$ cat src/spd_pkg.sv
// Shared types and constants for the serial packet deframer.
package spd_pkg;

  localparam int unsigned BYTE_W    = 8;
  localparam int unsigned CFG_IDX_W = 4;

  // Configuration register indexes.
  localparam logic [CFG_IDX_W-1:0] REG_SYNC_FIRST  = 4'd0;
  localparam logic [CFG_IDX_W-1:0] REG_SYNC_SECOND = 4'd1;

  localparam logic [BYTE_W-1:0] SYNC_FIRST_RST  = 8'hA5;
  localparam logic [BYTE_W-1:0] SYNC_SECOND_RST = 8'h5A;

  // The checksum byte must equal this value minus the payload sum.
  localparam logic [BYTE_W-1:0] CSUM_BASE = 8'hFF;

  typedef enum logic [5:0] {
    PH_HUNT1 = 6'b000001,
    PH_HUNT2 = 6'b000010,
    PH_CMD   = 6'b000100,
    PH_LEN   = 6'b001000,
    PH_DATA  = 6'b010000,
    PH_CSUM  = 6'b100000
  } phase_t;

  typedef struct packed {
    logic [BYTE_W-1:0] sync_first;
    logic [BYTE_W-1:0] sync_second;
  } cfg_t;

  typedef struct packed {
    logic [BYTE_W-1:0] command_id;
    logic [BYTE_W-1:0] payload_length;
    logic [BYTE_W-1:0] payload_index;
    logic [BYTE_W-1:0] payload_byte;
    logic              packet_end;
    logic              checksum_good;
  } res_t;

endpackage

$ cat src/spd_ifs.sv
// Channel interfaces for the deframer: input words, result words and register writes.
interface spd_in_if;
  logic                      valid;
  logic                      ready;
  logic [spd_pkg::BYTE_W-1:0] rx_byte;

  modport source (output valid, output rx_byte, input ready);
  modport sink   (input valid, input rx_byte, output ready);
endinterface

interface spd_out_if;
  logic                      valid;
  logic                      ready;
  logic [spd_pkg::BYTE_W-1:0] command_id;
  logic [spd_pkg::BYTE_W-1:0] payload_length;
  logic [spd_pkg::BYTE_W-1:0] payload_index;
  logic [spd_pkg::BYTE_W-1:0] payload_byte;
  logic                      packet_end;
  logic                      checksum_good;

  modport source (output valid, output command_id, output payload_length,
                  output payload_index, output payload_byte, output packet_end,
                  output checksum_good, input ready);
  modport sink   (input valid, input command_id, input payload_length,
                  input payload_index, input payload_byte, input packet_end,
                  input checksum_good, output ready);
endinterface

interface spd_cfg_if;
  logic                          valid;
  logic                          ready;
  logic [spd_pkg::CFG_IDX_W-1:0] index;
  logic [spd_pkg::BYTE_W-1:0]    data;

  modport source (output valid, output index, output data, input ready);
  modport sink   (input valid, input index, input data, output ready);
endinterface

$ cat src/spd_cfg_regs.sv
// Sync byte configuration registers with their write decoder.
module spd_cfg_regs (
  input  logic                          clk,
  input  logic                          rst_n,
  input  logic                          wr_en,
  input  logic [spd_pkg::CFG_IDX_W-1:0] wr_index,
  input  logic [spd_pkg::BYTE_W-1:0]    wr_data,
  output spd_pkg::cfg_t                 cfg
);

  spd_pkg::cfg_t cfg_r;
  spd_pkg::cfg_t cfg_nxt;

  // Writes to indexes beyond the register list are dropped.
  always_comb begin
    cfg_nxt = cfg_r;
    if (wr_en) begin
      unique case (wr_index)
        spd_pkg::REG_SYNC_FIRST:  cfg_nxt.sync_first  = wr_data;
        spd_pkg::REG_SYNC_SECOND: cfg_nxt.sync_second = wr_data;
        default: ;
      endcase
    end
  end

  always_ff @(posedge clk) begin
    if (!rst_n) begin
      cfg_r.sync_first  <= spd_pkg::SYNC_FIRST_RST;
      cfg_r.sync_second <= spd_pkg::SYNC_SECOND_RST;
    end else begin
      cfg_r <= cfg_nxt;
    end
  end

  assign cfg = cfg_r;

endmodule

$ cat src/spd_parser.sv
// Framing state machine: header capture, payload counting and checksum check.
module spd_parser (
  input  logic                       clk,
  input  logic                       rst_n,
  input  logic                       accept,
  input  logic [spd_pkg::BYTE_W-1:0] rx_byte,
  input  spd_pkg::cfg_t              cfg,
  output logic                       res_valid,
  output spd_pkg::res_t              res
);

  spd_pkg::phase_t            phase_r, phase_nxt;
  logic [spd_pkg::BYTE_W-1:0] cmd_r, cmd_nxt;
  logic [spd_pkg::BYTE_W-1:0] len_r, len_nxt;
  logic [spd_pkg::BYTE_W-1:0] taken_r, taken_nxt;
  logic [spd_pkg::BYTE_W-1:0] sum_r, sum_nxt;
  logic [spd_pkg::BYTE_W-1:0] taken_inc;
  logic [spd_pkg::BYTE_W-1:0] expected;

  assign taken_inc = taken_r + 8'd1;
  assign expected  = spd_pkg::CSUM_BASE - sum_r;

  always_comb begin
    phase_nxt = phase_r;
    cmd_nxt   = cmd_r;
    len_nxt   = len_r;
    taken_nxt = taken_r;
    sum_nxt   = sum_r;
    res_valid = 1'b0;
    res.command_id     = cmd_r;
    res.payload_length = len_r;
    res.payload_index  = taken_r;
    res.payload_byte   = rx_byte;
    res.packet_end     = 1'b0;
    res.checksum_good  = 1'b0;
    unique case (phase_r)
      spd_pkg::PH_HUNT2: begin
        // The second sync byte wins when both sync values are equal.
        if (rx_byte == cfg.sync_second) begin
          phase_nxt = spd_pkg::PH_CMD;
        end else if (rx_byte == cfg.sync_first) begin
          phase_nxt = spd_pkg::PH_HUNT2;
        end else begin
          phase_nxt = spd_pkg::PH_HUNT1;
        end
      end
      spd_pkg::PH_CMD: begin
        cmd_nxt   = rx_byte;
        phase_nxt = spd_pkg::PH_LEN;
      end
      spd_pkg::PH_LEN: begin
        len_nxt   = rx_byte;
        taken_nxt = '0;
        sum_nxt   = '0;
        phase_nxt = (rx_byte == '0) ? spd_pkg::PH_CSUM : spd_pkg::PH_DATA;
      end
      spd_pkg::PH_DATA: begin
        res_valid = 1'b1;
        sum_nxt   = sum_r + rx_byte;
        taken_nxt = taken_inc;
        if (taken_inc == len_r) begin
          phase_nxt = spd_pkg::PH_CSUM;
        end
      end
      spd_pkg::PH_CSUM: begin
        res_valid          = 1'b1;
        res.payload_index  = '0;
        res.payload_byte   = '0;
        res.packet_end     = 1'b1;
        res.checksum_good  = (rx_byte == expected);
        phase_nxt          = spd_pkg::PH_HUNT1;
      end
      default: begin
        // Hunting for the first sync byte; any stray code lands here too.
        cmd_nxt   = '0;
        len_nxt   = '0;
        taken_nxt = '0;
        sum_nxt   = '0;
        phase_nxt = (rx_byte == cfg.sync_first) ? spd_pkg::PH_HUNT2 : spd_pkg::PH_HUNT1;
      end
    endcase
  end

  always_ff @(posedge clk) begin
    if (!rst_n) begin
      phase_r <= spd_pkg::PH_HUNT1;
      cmd_r   <= '0;
      len_r   <= '0;
      taken_r <= '0;
      sum_r   <= '0;
    end else if (accept) begin
      phase_r <= phase_nxt;
      cmd_r   <= cmd_nxt;
      len_r   <= len_nxt;
      taken_r <= taken_nxt;
      sum_r   <= sum_nxt;
    end
  end

  a_phase_onehot: assert property (@(posedge clk) disable iff (!rst_n)
    $onehot(phase_r))
    else $error("parser phase register lost its one-hot code");

  a_zero_len_to_csum: assert property (@(posedge clk) disable iff (!rst_n)
    accept && (phase_r == spd_pkg::PH_LEN) && (rx_byte == '0)
    |=> phase_r == spd_pkg::PH_CSUM)
    else $error("zero-length packet did not go straight to the checksum word");

  a_csum_to_hunt: assert property (@(posedge clk) disable iff (!rst_n)
    accept && (phase_r == spd_pkg::PH_CSUM) |=> phase_r == spd_pkg::PH_HUNT1)
    else $error("parser did not return to sync hunt after the checksum word");

endmodule

$ cat src/spd_out_stage.sv
// Result register that holds one finished word until the receiver takes it.
module spd_out_stage (
  input  logic          clk,
  input  logic          rst_n,
  input  logic          load,
  input  spd_pkg::res_t load_item,
  input  logic          out_ready,
  output logic          out_valid,
  output spd_pkg::res_t out_item,
  output logic          can_take
);

  logic          valid_r, valid_nxt;
  spd_pkg::res_t item_r;

  // A new word may enter when the register is empty or drains this cycle.
  assign can_take = !valid_r || out_ready;

  always_comb begin
    valid_nxt = valid_r;
    if (load) begin
      valid_nxt = 1'b1;
    end else if (out_ready) begin
      valid_nxt = 1'b0;
    end
  end

  always_ff @(posedge clk) begin
    if (!rst_n) begin
      valid_r <= 1'b0;
    end else begin
      valid_r <= valid_nxt;
    end
  end

  always_ff @(posedge clk) begin
    if (load) begin
      item_r <= load_item;
    end
  end

  assign out_valid = valid_r;
  assign out_item  = item_r;

  a_no_overwrite: assert property (@(posedge clk) disable iff (!rst_n)
    !(load && valid_r && !out_ready))
    else $error("result word overwritten before the receiver took it");

endmodule

$ cat src/serial_packet_deframer_core.sv
// Top level of the serial packet deframer: channels, config registers and result path.
//
// Usage: feed one received serial byte per word on in_ch. The block hunts for
// the two sync bytes held in configuration registers 0 and 1, then takes a
// command byte, a length byte and that many payload bytes, and finally a
// checksum byte. Each payload byte comes out on out_ch as one word carrying
// the command, the declared length and the byte's index. The checksum byte
// produces one end word with packet_end set and checksum_good telling whether
// it equaled 0xFF minus the low byte of the payload sum. Sync, command and
// length bytes produce no word.
// Throughput is one input word per cycle unless out_ch stalls. A result word
// appears on out_ch in the cycle after its input word is accepted, held in
// the single result register. When the receiver stalls, the result holds in
// place and in_ch.ready drops until the word is taken, so nothing is lost.
// The cfg_ch port accepts a write every cycle; writes to unknown indexes are
// ignored. Synchronous reset restores the default sync bytes (0xA5, 0x5A),
// returns the parser to the sync hunt and empties the result register.
module serial_packet_deframer_core (
  input logic         clk,
  input logic         rst_n,
  spd_in_if.sink      in_ch,
  spd_out_if.source   out_ch,
  spd_cfg_if.sink     cfg_ch
);

  spd_pkg::cfg_t cfg;
  spd_pkg::res_t res;
  spd_pkg::res_t out_item;
  logic          res_valid;
  logic          in_accept;
  logic          can_take;

  // Register writes are always taken at once.
  assign cfg_ch.ready = 1'b1;

  spd_cfg_regs u_cfg (
    .clk      (clk),
    .rst_n    (rst_n),
    .wr_en    (cfg_ch.valid),
    .wr_index (cfg_ch.index),
    .wr_data  (cfg_ch.data),
    .cfg      (cfg)
  );

  // An input word is taken whenever the result register has room, whether or
  // not this particular byte yields a result.
  assign in_ch.ready = can_take;
  assign in_accept   = in_ch.valid && can_take;

  spd_parser u_parser (
    .clk       (clk),
    .rst_n     (rst_n),
    .accept    (in_accept),
    .rx_byte   (in_ch.rx_byte),
    .cfg       (cfg),
    .res_valid (res_valid),
    .res       (res)
  );

  spd_out_stage u_out (
    .clk       (clk),
    .rst_n     (rst_n),
    .load      (in_accept && res_valid),
    .load_item (res),
    .out_ready (out_ch.ready),
    .out_valid (out_ch.valid),
    .out_item  (out_item),
    .can_take  (can_take)
  );

  assign out_ch.command_id     = out_item.command_id;
  assign out_ch.payload_length = out_item.payload_length;
  assign out_ch.payload_index  = out_item.payload_index;
  assign out_ch.payload_byte   = out_item.payload_byte;
  assign out_ch.packet_end     = out_item.packet_end;
  assign out_ch.checksum_good  = out_item.checksum_good;

  a_end_word_clean: assert property (@(posedge clk) disable iff (!rst_n)
    out_ch.valid && out_ch.packet_end |-> out_ch.payload_byte == '0)
    else $error("end word carries a nonzero payload byte");

endmodule
$ cat src/flat_wrapper.sv
// flat-port wrapper written by rule: the top's interface ports become plain ports
module serial_packet_deframer_core_flat 
  (clk, rst_n, in_ch_valid, in_ch_rx_byte, in_ch_ready, out_ch_valid, out_ch_command_id, out_ch_payload_length, out_ch_payload_index, out_ch_payload_byte, out_ch_packet_end, out_ch_checksum_good, out_ch_ready, cfg_ch_valid, cfg_ch_index, cfg_ch_data, cfg_ch_ready);
  spd_in_if in_ch_i ();
  spd_out_if out_ch_i ();
  spd_cfg_if cfg_ch_i ();
  input logic clk;
  input logic rst_n;
  input wire logic [$bits(in_ch_i.valid)-1:0] in_ch_valid;
  input wire logic [$bits(in_ch_i.rx_byte)-1:0] in_ch_rx_byte;
  output wire logic [$bits(in_ch_i.ready)-1:0] in_ch_ready;
  output wire logic [$bits(out_ch_i.valid)-1:0] out_ch_valid;
  output wire logic [$bits(out_ch_i.command_id)-1:0] out_ch_command_id;
  output wire logic [$bits(out_ch_i.payload_length)-1:0] out_ch_payload_length;
  output wire logic [$bits(out_ch_i.payload_index)-1:0] out_ch_payload_index;
  output wire logic [$bits(out_ch_i.payload_byte)-1:0] out_ch_payload_byte;
  output wire logic [$bits(out_ch_i.packet_end)-1:0] out_ch_packet_end;
  output wire logic [$bits(out_ch_i.checksum_good)-1:0] out_ch_checksum_good;
  input wire logic [$bits(out_ch_i.ready)-1:0] out_ch_ready;
  input wire logic [$bits(cfg_ch_i.valid)-1:0] cfg_ch_valid;
  input wire logic [$bits(cfg_ch_i.index)-1:0] cfg_ch_index;
  input wire logic [$bits(cfg_ch_i.data)-1:0] cfg_ch_data;
  output wire logic [$bits(cfg_ch_i.ready)-1:0] cfg_ch_ready;
  assign in_ch_i.valid = in_ch_valid;
  assign in_ch_i.rx_byte = in_ch_rx_byte;
  assign in_ch_ready = in_ch_i.ready;
  assign out_ch_valid = out_ch_i.valid;
  assign out_ch_command_id = out_ch_i.command_id;
  assign out_ch_payload_length = out_ch_i.payload_length;
  assign out_ch_payload_index = out_ch_i.payload_index;
  assign out_ch_payload_byte = out_ch_i.payload_byte;
  assign out_ch_packet_end = out_ch_i.packet_end;
  assign out_ch_checksum_good = out_ch_i.checksum_good;
  assign out_ch_i.ready = out_ch_ready;
  assign cfg_ch_i.valid = cfg_ch_valid;
  assign cfg_ch_i.index = cfg_ch_index;
  assign cfg_ch_i.data = cfg_ch_data;
  assign cfg_ch_ready = cfg_ch_i.ready;
  serial_packet_deframer_core u_core (.clk(clk), .rst_n(rst_n), .in_ch(in_ch_i), .out_ch(out_ch_i), .cfg_ch(cfg_ch_i));
endmodule
$ cat config.mk
export PLATFORM = sky130hd
export DESIGN_NAME = serial_packet_deframer_core_flat
export DESIGN_NICKNAME = d
export VERILOG_FILES = /design/src/spd_pkg.sv /design/src/spd_ifs.sv /design/src/spd_cfg_regs.sv /design/src/spd_parser.sv /design/src/spd_out_stage.sv /design/src/serial_packet_deframer_core.sv /design/src/flat_wrapper.sv
export SDC_FILE = /design/constraint.sdc
export NUM_CORES = 1
export LEC_CHECK = 0
export BUFFER_PORTS_ARGS = -buffer_cell sky130_fd_sc_hd__buf_2
export CAP_MARGIN = 20
export CORE_MARGIN = 8
export CORE_UTILIZATION = 38
export CTS_CLUSTER_DIAMETER = 40
export CTS_CLUSTER_SIZE = 12
export DETAILED_ROUTE_END_ITERATION = 10
export SLEW_MARGIN = 10
export SYNTH_ARGS = -nofsm -noshare
export SYNTH_HDL_FRONTEND = slang
export SYNTH_SLANG_ARGS = --single-unit
$ cat constraint.sdc
create_clock -name clk -period 8.4 [get_ports clk]
set_clock_uncertainty 0.2 [all_clocks]
set_input_delay 1.26 -clock clk [delete_from_list [all_inputs] [get_ports clk]]
set_output_delay 1.26 -clock clk [all_outputs]
set_load 0.005 [all_outputs]
Yosys cells after proc, flatten, opt, wreduce, memory -nomap -nowiden --
Cells that the tools add are included.
Storage, ports and cells: register bits 89, bits in latches 0, RAM bits 0, memory bits (read-only) 0, input port bits 25, output and inout port bits 37, logic and storage cells 61, memories kept 0
Cells by class: $add $sub $neg 3, multipliers 0, div/mod/pow operators 0, order comparisons 0, equal/unequal tests 11, shift operators 0, muxes and demuxes 13, bitwise logic cells 3, reduce and logical (&&, ||, !) cells 17
Operator list (count):
- 8-bit case mux with 2 select lines | 4
- 8-bit == test | 4
- 6-bit case mux with 5 select lines | 1
- 6-bit 2-to-1 mux | 2
- 2-bit AND reduction | 6
- 8-bit by 1-bit adder with 8-bit output, second input constant | 1
- 8-bit adder | 1
- 8-bit logical NOT | 1
- 4-bit OR reduction | 2
- 8-bit subtractor, first input constant | 1
- 6-bit by 2-bit == test with 1-bit output, second input constant | 1
- 6-bit by 3-bit == test with 1-bit output, second input constant | 1
- 6-bit by 4-bit == test with 1-bit output, second input constant | 1
- 6-bit by 5-bit == test with 1-bit output, second input constant | 1
- 6-bit == test, second input constant | 1
- 4-bit by 1-bit == test with 1-bit output, second input constant | 1
- 4-bit logical NOT | 1
- 2-bit 2-to-1 mux | 2
- 1-bit 2-to-1 mux | 3
- 3-bit 2-to-1 mux | 1
- 1-bit inverter | 3
- 3-bit OR reduction | 1
- 1-bit logical AND | 2
- 2-bit != test, second input constant | 1
- other kinds (4) | 4

Depth between registers and ports, before layout --
Gate-level depths: netlist of the first run.
depth after elaboration 5, gate-level depth with buffers 8, gate-level depth less buffers 8

By module --
Synthesis of the first run repeated with hierarchy kept, for this count alone.
Unflattened totals: cell total of the unflattened synthesis 422, area, all modules 4342.9 µm²
Modules (own cells, without submodules):
- spd_parser | instances 1, cells each 309, area an instance 2542.4 µm², sequential area each 760.7 µm²
- spd_out_stage | instances 1, cells each 38, area an instance 1069.8 µm², sequential area each 1041.0 µm²
- spd_cfg_regs | instances 1, cells each 71, area an instance 706.9 µm², sequential area each 320.3 µm²
- serial_packet_deframer_core | instances 1, cells each 4, area an instance 23.8 µm², sequential area each 0.0 µm²

Least setup slack after synthesis of the first run --
OpenSTA, ideal clock, no wires.
kind input to register, start input port out_ch_ready, end register u_core.u_out.item_r, in the netlist u_core.u_out.out_item[0], enable pin, setup time 0.437 ns, data arrival time 3.339 ns, data required time 7.763 ns, path slack 4.425 ns, cell stages on the path 3, path buffers 0, path through nand2b_1 nand2_1 a21oi_1
Between the ends: longest elaborated chain between the ends 3
Ends and longest elaborated chain:
- from (decl) | RTL line flat_wrapper.sv:19 | input wire logic [$bits(out_ch_i.ready)-1:0] out_ch_ready;
- 1-bit logical OR | RTL line spd_out_stage.sv:17 | assign can_take = !valid_r || out_ready;
- 1-bit logical AND | RTL line serial_packet_deframer_core.sv:48 | assign in_accept = in_ch.valid && can_take;
- 1-bit logical AND | RTL line serial_packet_deframer_core.sv:63 | .load (in_accept && res_valid),
- named net u_core.u_out.load | RTL line spd_out_stage.sv:5 | input logic load,
- to (signal assigned) | RTL line spd_out_stage.sv:38 | item_r <= load_item;
- to (decl) | RTL line spd_out_stage.sv:14 | spd_pkg::res_t item_r;
The timed path passes the listed nets, and every way through them passes these cells. A chain may end at the register's enable or synchronous reset.

Worst setup path after layout of the first run --
start input port out_ch_ready, end register u_core.u_parser.phase_r[2]
Between the ends: longest elaborated chain between the ends 3
Ends and longest elaborated chain:
- 1-bit logical OR | RTL line spd_out_stage.sv:17
- 1-bit logical AND | RTL line serial_packet_deframer_core.sv:48
- 2-bit AND reduction (no source line)
- to (signal assigned) | RTL line spd_parser.sv:86 | phase_r <= spd_pkg::PH_HUNT1;
- to (signal assigned) | RTL line spd_parser.sv:92 | phase_r <= phase_nxt;
- to (decl) | RTL line spd_parser.sv:12 | spd_pkg::phase_t phase_r, phase_nxt;
No other way between the ends.

==> metrics.txt, run 1 <==
status=complete, no violations; Residual DRC=0; EDFF count, synth=34; Vias per Instance=5.26; top cells by area, synth=dfxtp_1 (26%), edfxtp_1 (24%), xnor2_1 (4.9%), mux2i_1 (4.7%), a21oi_1 (3.9%); routability cong.=0.856; largest incremental delay on the critical path=0.72 ns; Arr. time, crit path=3.40 ns; register area=0.00212 sq mm; Synth-to-Final Area Change=16.9%; Achievable Freq=301 MHz; DIE WIDTH=122 um; Initial Util=39.1%; largest net degree at the start of global routing=35; slowest CP cell=nor2_1; CTS Buf Count=9; Syn Inst Count=428; kind of critical path=in -> reg; post_cts resized=0; Total GRT Usage=13.9%; DR iter-0 viols=174; core area=0.0109 sq mm; Remaining Overflow, GRT=0; Setup WS pre-CTS=4.71 ns; Least-Margin Pin Slew=0.864 ns; Slew HR=42.2%; RSZ-0062 raised after global routing=no; Synth Cell Area=0.00428 sq mm; Fillers=1,045; crit path from=out_ch_ready; Ys Warns=0; DR pass1 iterations=4; Root Buffer=clkbuf_16; Netlist cell types=60; final setup vio count=0; Worst setup EP type=flip-flop; clk buf depth=2; flops & latches, synth=89; most frequent cells in the layout=buf_2 (60), dfxtp_1 (55), nand2_1 (43); wire per inst=16.1 um; Worst-Skew Late Latency=0.34 ns; Setup crit end=u_core.u_parser.phase_r[2]; CTS tree=done; hold slack=0.233 ns; post-route ant nets=0; Reg-to-Reg Start=u_core.u_parser.phase_r[5]; Hold Vio Cnt, Final=0; sequential cell area fraction in the yosys report=49.6%; Data required, critical path=8.47 ns; # port buffers=60; Tcrit/Tclk final=39.6%; layout cell share with drive strength beyond 1=19.6%; H-Tree Depth=3; CP max FO=16; r2r setup slk=5.34 ns; Reg clk slew, reported paths=0.07 ns; clock sink total=89; die height=122 um; share of synthesized flip-flops with an asynchronous set or reset=0%; DP HPWL=7250 um; area share of the largest cell type after synthesis=25.7%; n_diodes=0; Post-CTS Setup Inserts=0; VDD IR max=102 uV; area of the multi-input gates=0.00201 sq mm; worst hold path type=reg -> reg; reg-to-reg endpoint=u_core.u_parser.taken_r[2]; I/O pin total=62; largest area contributor in the netlist=dfxtp_1; vias=3,288; Post-synth top flop=dfxtp_1; commonest non-fill, non-tap cell in the layout=buf_2; Final Max Tran Viols=0; antenna violations before repair=0; vias in the first global route=3,112; max cap viols=0; post-synth net total=462; fin crit period=3.33 ns; Leak=0.00193 uW; worst reg-to-reg path cell count=6; Startpoint Class=input pin; Total Wirelength=10,100 um; first-pass GRT wire length=16,200 um; final setup margin=5.07 ns; Critical Path, Cell by Cell=buf_2 -> nand2b_1 -> nand2_1 -> nor2_1 -> nor3_1 -> nor3_2 -> mux2i_1; Setup TNS=0 ns; CTS Hold Bufs=0; die area=0.0149 sq mm; Mapped Avg Cell Area=9.99 sq um; nets=514; row count=38; Power Dens Cells=186 mW/mm^2
## worst min-delay path by stage
stage | from | end | slack, ns | cells past startpoint
after detailed placement | u_core.u_parser.cmd_r[0] | u_core.u_out.out_item[26] | 0.22 | 0
after global placement | u_core.u_parser.cmd_r[3] | u_core.u_out.out_item[29] | 0.22 | 0
final | u_core.u_parser.cmd_r[0] | u_core.u_out.out_item[26] | 0.23 | 0
after floorplan | u_core.u_parser.cmd_r[0] | u_core.u_out.out_item[26] | 0.21 | 0
after global routing | u_core.u_parser.cmd_r[0] | u_core.u_out.out_item[26] | 0.24 | 0
after CTS | u_core.u_parser.cmd_r[0] | u_core.u_out.out_item[26] | 0.24 | 0
## power breakdown
group,leakage [uW],internal [uW],switching (uW)
sequential,0.000756,446,1.42
combinational,0.00101,15.1,27.1
clock,0.000161,263,175
total,0.00193,725,203
## Yosys cell counts, types with 2 or more instances
library cell,instances
ha_1,8
or2_2,2
and3_1,4
nor4bb_1,3
nor2_1,30
o211ai_1,3
buf_6,6
nand4b_1,3
mux2i_1,20
nor3_1,13
a21oi_1,33
edfxtp_1,34
xor2_1,8
dfxtp_1,55
o21a_1,3
a31oi_1,4
clkbuf_1,12
and3_2,2
nor4_1,5
o21ai_0,13
inv_1,6
a21o_1,6
nand2_1,43
or3_1,2
nand4_1,13
and2_1,17
nand2b_1,2
xnor2_1,24
buf_1,2
a211oi_1,3
nand3_1,20
## flip-flops by register name, summed over array words and instances (netlist names)
name / count
u_core.u_parser.cmd_r: 8
u_core.u_cfg.cfg: 16
u_core.u_out.out_valid: 1
u_core.u_out.out_item: 34
u_core.u_parser.len_r: 8
u_core.u_parser.sum_r: 8
u_core.u_parser.taken_r: 8
u_core.u_parser.phase_r: 6
## per-layer routing
metal  up-vias  GRT usage, %  wire [um]
met5         -             0          0
met4         0          5.86        218
met3        19          3.56        654
met2        88          22.8       4720
met1      1523          17.1       4470
li1       1658             -          -
## through the flow
| step | instances | instance area (sq um) | utilization (%) | total power [uW] |
|---|---|---|---|---|
| 2_1_floorplan | 428 | 4280 | - | 483 |
| 3_3_place_gp | 607 | 4640 | 42.4 | 499 |
| 3_5_place_dp | 607 | 4640 | 42.4 | 500 |
| 4_1_cts | 623 | 4960 | 45.4 | 937 |
| 5_1_grt | 625 | 5000 | 45.7 | 959 |
| 6_report | 625 | 5000 | 45.7 | 928 |
## cell families (layout without fill, tap and decap cells)
logic type / count (synthesis) / count (layout) / synth area share, %
AND/OR/NAND/NOR: 170 / 170 / 21.3
flip-flops: 89 / 89 / 49.6
AO/OA/AOI/OAI: 78 / 78 / 11.2
XOR/XNOR: 32 / 32 / 6.55
buffers and inverters: 29 / 86 / 3.74
multiplexers: 20 / 20 / 4.68
adder cells (fa/ha/maj): 9 / 9 / 2.81
other: 1 / 1 / 0.0877
## worst max-delay path, delay by kind of cell
kind / cells / cell delay [ns]
and+or+nand+nor: 5 / 1.81
muxes: 1 / 0.25
buffers and inverters: 1 / 0.07
## final cells by class
cell class              instances  area share [%]
inverters                       6           0.451
multi-input cells             310            40.1
flip-flops and latches         89            42.5
well taps                     140            3.50
clock inverters                 7            1.95
repair buffers                 64            7.01
clock buffers                   9            4.51
Power figures use the tool's default switching activity.
==> inputs of run 2 (changes only) <==
ABC_AREA = 1   (was not set)
clock period = 3 ns   (was 8.4 ns; I/O delays follow)
==> metrics.txt, run 2 <==
status=complete, no violations; met3 wire length=627 um (-4.1%); DR iter-0 viols=168 (-3.4%); routability cong.=0.940 (+9.8%); Post-synth top flop=dfxtp_1; row count=38 (unchanged); area share of the largest cell type after synthesis=26.9% (+1.1 points); # port buffers=60 (unchanged); flops & latches, synth=89 (unchanged); n_diodes=0 (unchanged); CP delay by family, top=simple AND/OR/NAND/NOR gates; most common cell in the netlist=nand2_1; Sw Pwr=561 uW (+180%); vias=3,441 (+4.7%); Worst-Skew Late Latency=0.35 ns (about the same); crit path from=u_core.u_parser.taken_r[0]; post_cts resized=0 (unchanged); first-pass GRT wire length=16,000 um (-1.5%); HP Start=cfg_ch_data[1]; Final Max Tran Viols=0 (unchanged); CTS Hold Bufs=0 (unchanged); DP HPWL=7290 um (+0.46%); largest area contributor in the netlist=dfxtp_1; Least-Margin Pin Slew=0.512 ns (-0.352 ns); Critical Path, Cell by Cell=ha_1 -> nand2_1 -> nor2_1 -> nand3_1 -> nand3_1 -> nand3_1 -> nor2_1 -> nand3_1 -> nand2_2 -> nand2_1 -> nand2_1 -> nor2_1; Ys Warns=0 (unchanged); clk buf depth=2 (unchanged); Remaining Overflow, GRT=0 (unchanged); Vias per Instance=4.83 (-8.1%); Post-Synth Adder-Cell Area=2.93% (+0.12 points); wire per inst=13.7 um (-15%); VDD IR max=260 uV (+160%); Netlist cell types=32 (-47%); die height=120 um (-1.8%); sequential cell area fraction in the yosys report=51.8% (+2.2 points); Tcrit/Tclk final=70.3%; worst reg-to-reg path cell count=12 (+6); Flop pwr share=55.2% (+7.0 points); vias in the first global route=3,279 (+5.4%); EDFF count, synth=34 (unchanged); core area=0.0107 sq mm (-2.2%); CP most frequent cell=nand3_1; Power Dens Cells=488 mW/mm^2 (+160%); Syn Inst Count=504 (+18%); r2r setup slk=0.89 ns (-4.45 ns); layout cell share with drive strength beyond 1=17.3% (-2.3 points); Mapped Avg Cell Area=8.13 sq um (-19%); switching share of power=24.1% (+2.2 points); Initial Util=38.3% (-0.80 points); commonest non-fill, non-tap cell in the layout=nand2_1; nets=601 (+17%); Post-synth top cells=nand2_1 (117), nor2_1 (59), inv_1 (56), dfxtp_1 (55), a21oi_1 (49); kind of critical path=reg -> reg; wl on met1=4320 um (-3.3%); Synth Area in XOR/XNOR=2.78% (-3.8 points); Setup TNS=0 ns (unchanged); top cells by area, synth=dfxtp_1 (27%), edfxtp_1 (25%), nand2_1 (11%), a21oi_1 (6.0%), nor2_1 (5.4%); max layer used=met4; Total Wirelength=9790 um (-2.8%); Comb power frac=8.0% (+3.4 points); Startpoint Class=flip-flop; CP max FO=10 (-6); mux contribution to synthesized area=0% (-4.7 points); Worst setup EP type=flip-flop; final setup vio count=0 (unchanged); largest net degree at the start of global routing=27 (-23%); max cap viols=0 (unchanged); worst hold stages=3 (+3); Reg-to-Reg Start=u_core.u_parser.taken_r[0]; Post-CTS Setup Inserts=0 (unchanged); DIE WIDTH=120 um (-1.8%); total power=2320 uW (+150%); fin crit period=2.11 ns; Achievable Freq=474 MHz; Leak=0.00206 uW (+6.8%); post-route ant nets=0 (unchanged); Buf/Inv on CP=0 (-1); Synth Cell Area=0.00410 sq mm (-4.2%); Data required, critical path=3.05 ns (-5.42 ns); post-synth net total=538 (+16%); Synth Area in Simple Gates=26.1% (+4.9 points); Compound-Gate Fraction of Synth Area=9.04% (-2.2 points); WP depth=12 (+5); CTS Buf Count=9 (unchanged); Root Buffer=clkbuf_8; CTS tree=done; worst hold path type=in -> reg; Clock Power Share=36.8% (-10 points); largest incremental delay on the critical path=0.41 ns (-0.31 ns); reg-to-reg endpoint=u_core.u_parser.phase_r[4]; met2 WL post-DR=4590 um (-2.7%); share of synthesized flip-flops with an asynchronous set or reset=0% (unchanged); I/O pin total=62 (unchanged); antenna violations before repair=0 (unchanged); Total GRT Usage=13.9% (about the same); die area=0.0144 sq mm (-3.6%); Arr. time, crit path=2.16 ns (-1.24 ns); Residual DRC=0 (unchanged); Slew HR=65.6% (+23 points); largest family of logic cells by synthesized area=simple AND/OR/NAND/NOR gates; H-Tree Depth=3 (unchanged); Setup crit end=u_core.u_parser.phase_r[4]; slowest CP cell=dfxtp_1; most frequent cells in the layout=nand2_1 (117), buf_2 (60), nor2_1 (59); RSZ-0062 raised after global routing=no; Reg clk slew, reported paths=0.09 ns (+0.02 ns); max reg flops=34 (unchanged); Hold Vio Cnt, Final=0 (unchanged); Pint=1760 uW (+140%); Synth-to-Final Area Change=16.3%; DR pass1 iterations=4 (unchanged); clock sink total=89 (unchanged)
-- run 2: cell types whose count changed after synthesis, sizes merged, moves of 9 or more --
cell,change
a21oi,+16
nor3,-12
nor2,+32
nand3,+23
inv,+56
xnor2,-15
and2,-18
o21ai,+9
nand2,+79
mux2i,-20
-- run 2: per-stage QoR --
stage	setup slack, ns	area (sq um)	hold WS [ns]	util, %	instances
2_1_floorplan	0.630	4100	0.209	-	504
6_report	0.891	4760	0.122	44.5	712
3_5_place_dp	0.696	4560	0.221	42.6	696
5_1_grt	0.623	4760	0.133	44.5	712
3_3_place_gp	0.745	4560	0.224	42.6	696
4_1_cts	0.866	4760	0.112	44.5	712
-- run 2: worst min-delay path by stage --
stage                                           end
after floorplan           u_core.u_out.out_item[26]
after global placement    u_core.u_out.out_item[30]
after detailed placement  u_core.u_out.out_item[30]
after CTS                       u_core.u_cfg.cfg[1]
after global routing            u_core.u_cfg.cfg[3]
final                           u_core.u_cfg.cfg[1]
-- run 2: cell families (layout without fill, tap and decap cells) --
| group | count (synthesis) | after routing |
|---|---|---|
| buffers and inverters | 74 | 142 |
| DFF | 89 | 89 |
| xor gates and xnor gates | 13 | 13 |
| other | 1 | 1 |
| AOI/OAI and AO/OA | 73 | 73 |
| adders and majority gates | 9 | 9 |
| and+or+nand+nor | 245 | 245 |
-- run 2: area by class of cell --
cell class / instances / area, sq um
clock buffer: 12 / 155
clock inverter: 4 / 50.0
fill: 1072 / 5930
inverter: 63 / 236
multi-input combinational: 341 / 1690
sequential: 89 / 2120
tap: 140 / 175
timing repair buffer: 63 / 335
-- run 2: layer usage --
metal / track usage, % / vias up
met4: 6.09 / 0
met3: 3.43 / 17
met5: 0 / -
met2: 23.3 / 89
met1: 16.6 / 1579
li1: - / 1756
-- run 2: worst min-delay path, stage by stage --
cell     delay (ns)
buf_2          0.09
nand2_1        0.05
nand3_1        0.06
-- run 2: power by group through the flow --
stage | clock network, uW | logic [uW] | registers, uW
finish | 855 | 186 | 1280
global route | 920 | 211 | 1290
CTS | 872 | 187 | 1280
detailed placement | 0 | 186 | 1310
global placement | 0 | 185 | 1310
floorplan | 0 | 121 | 1310
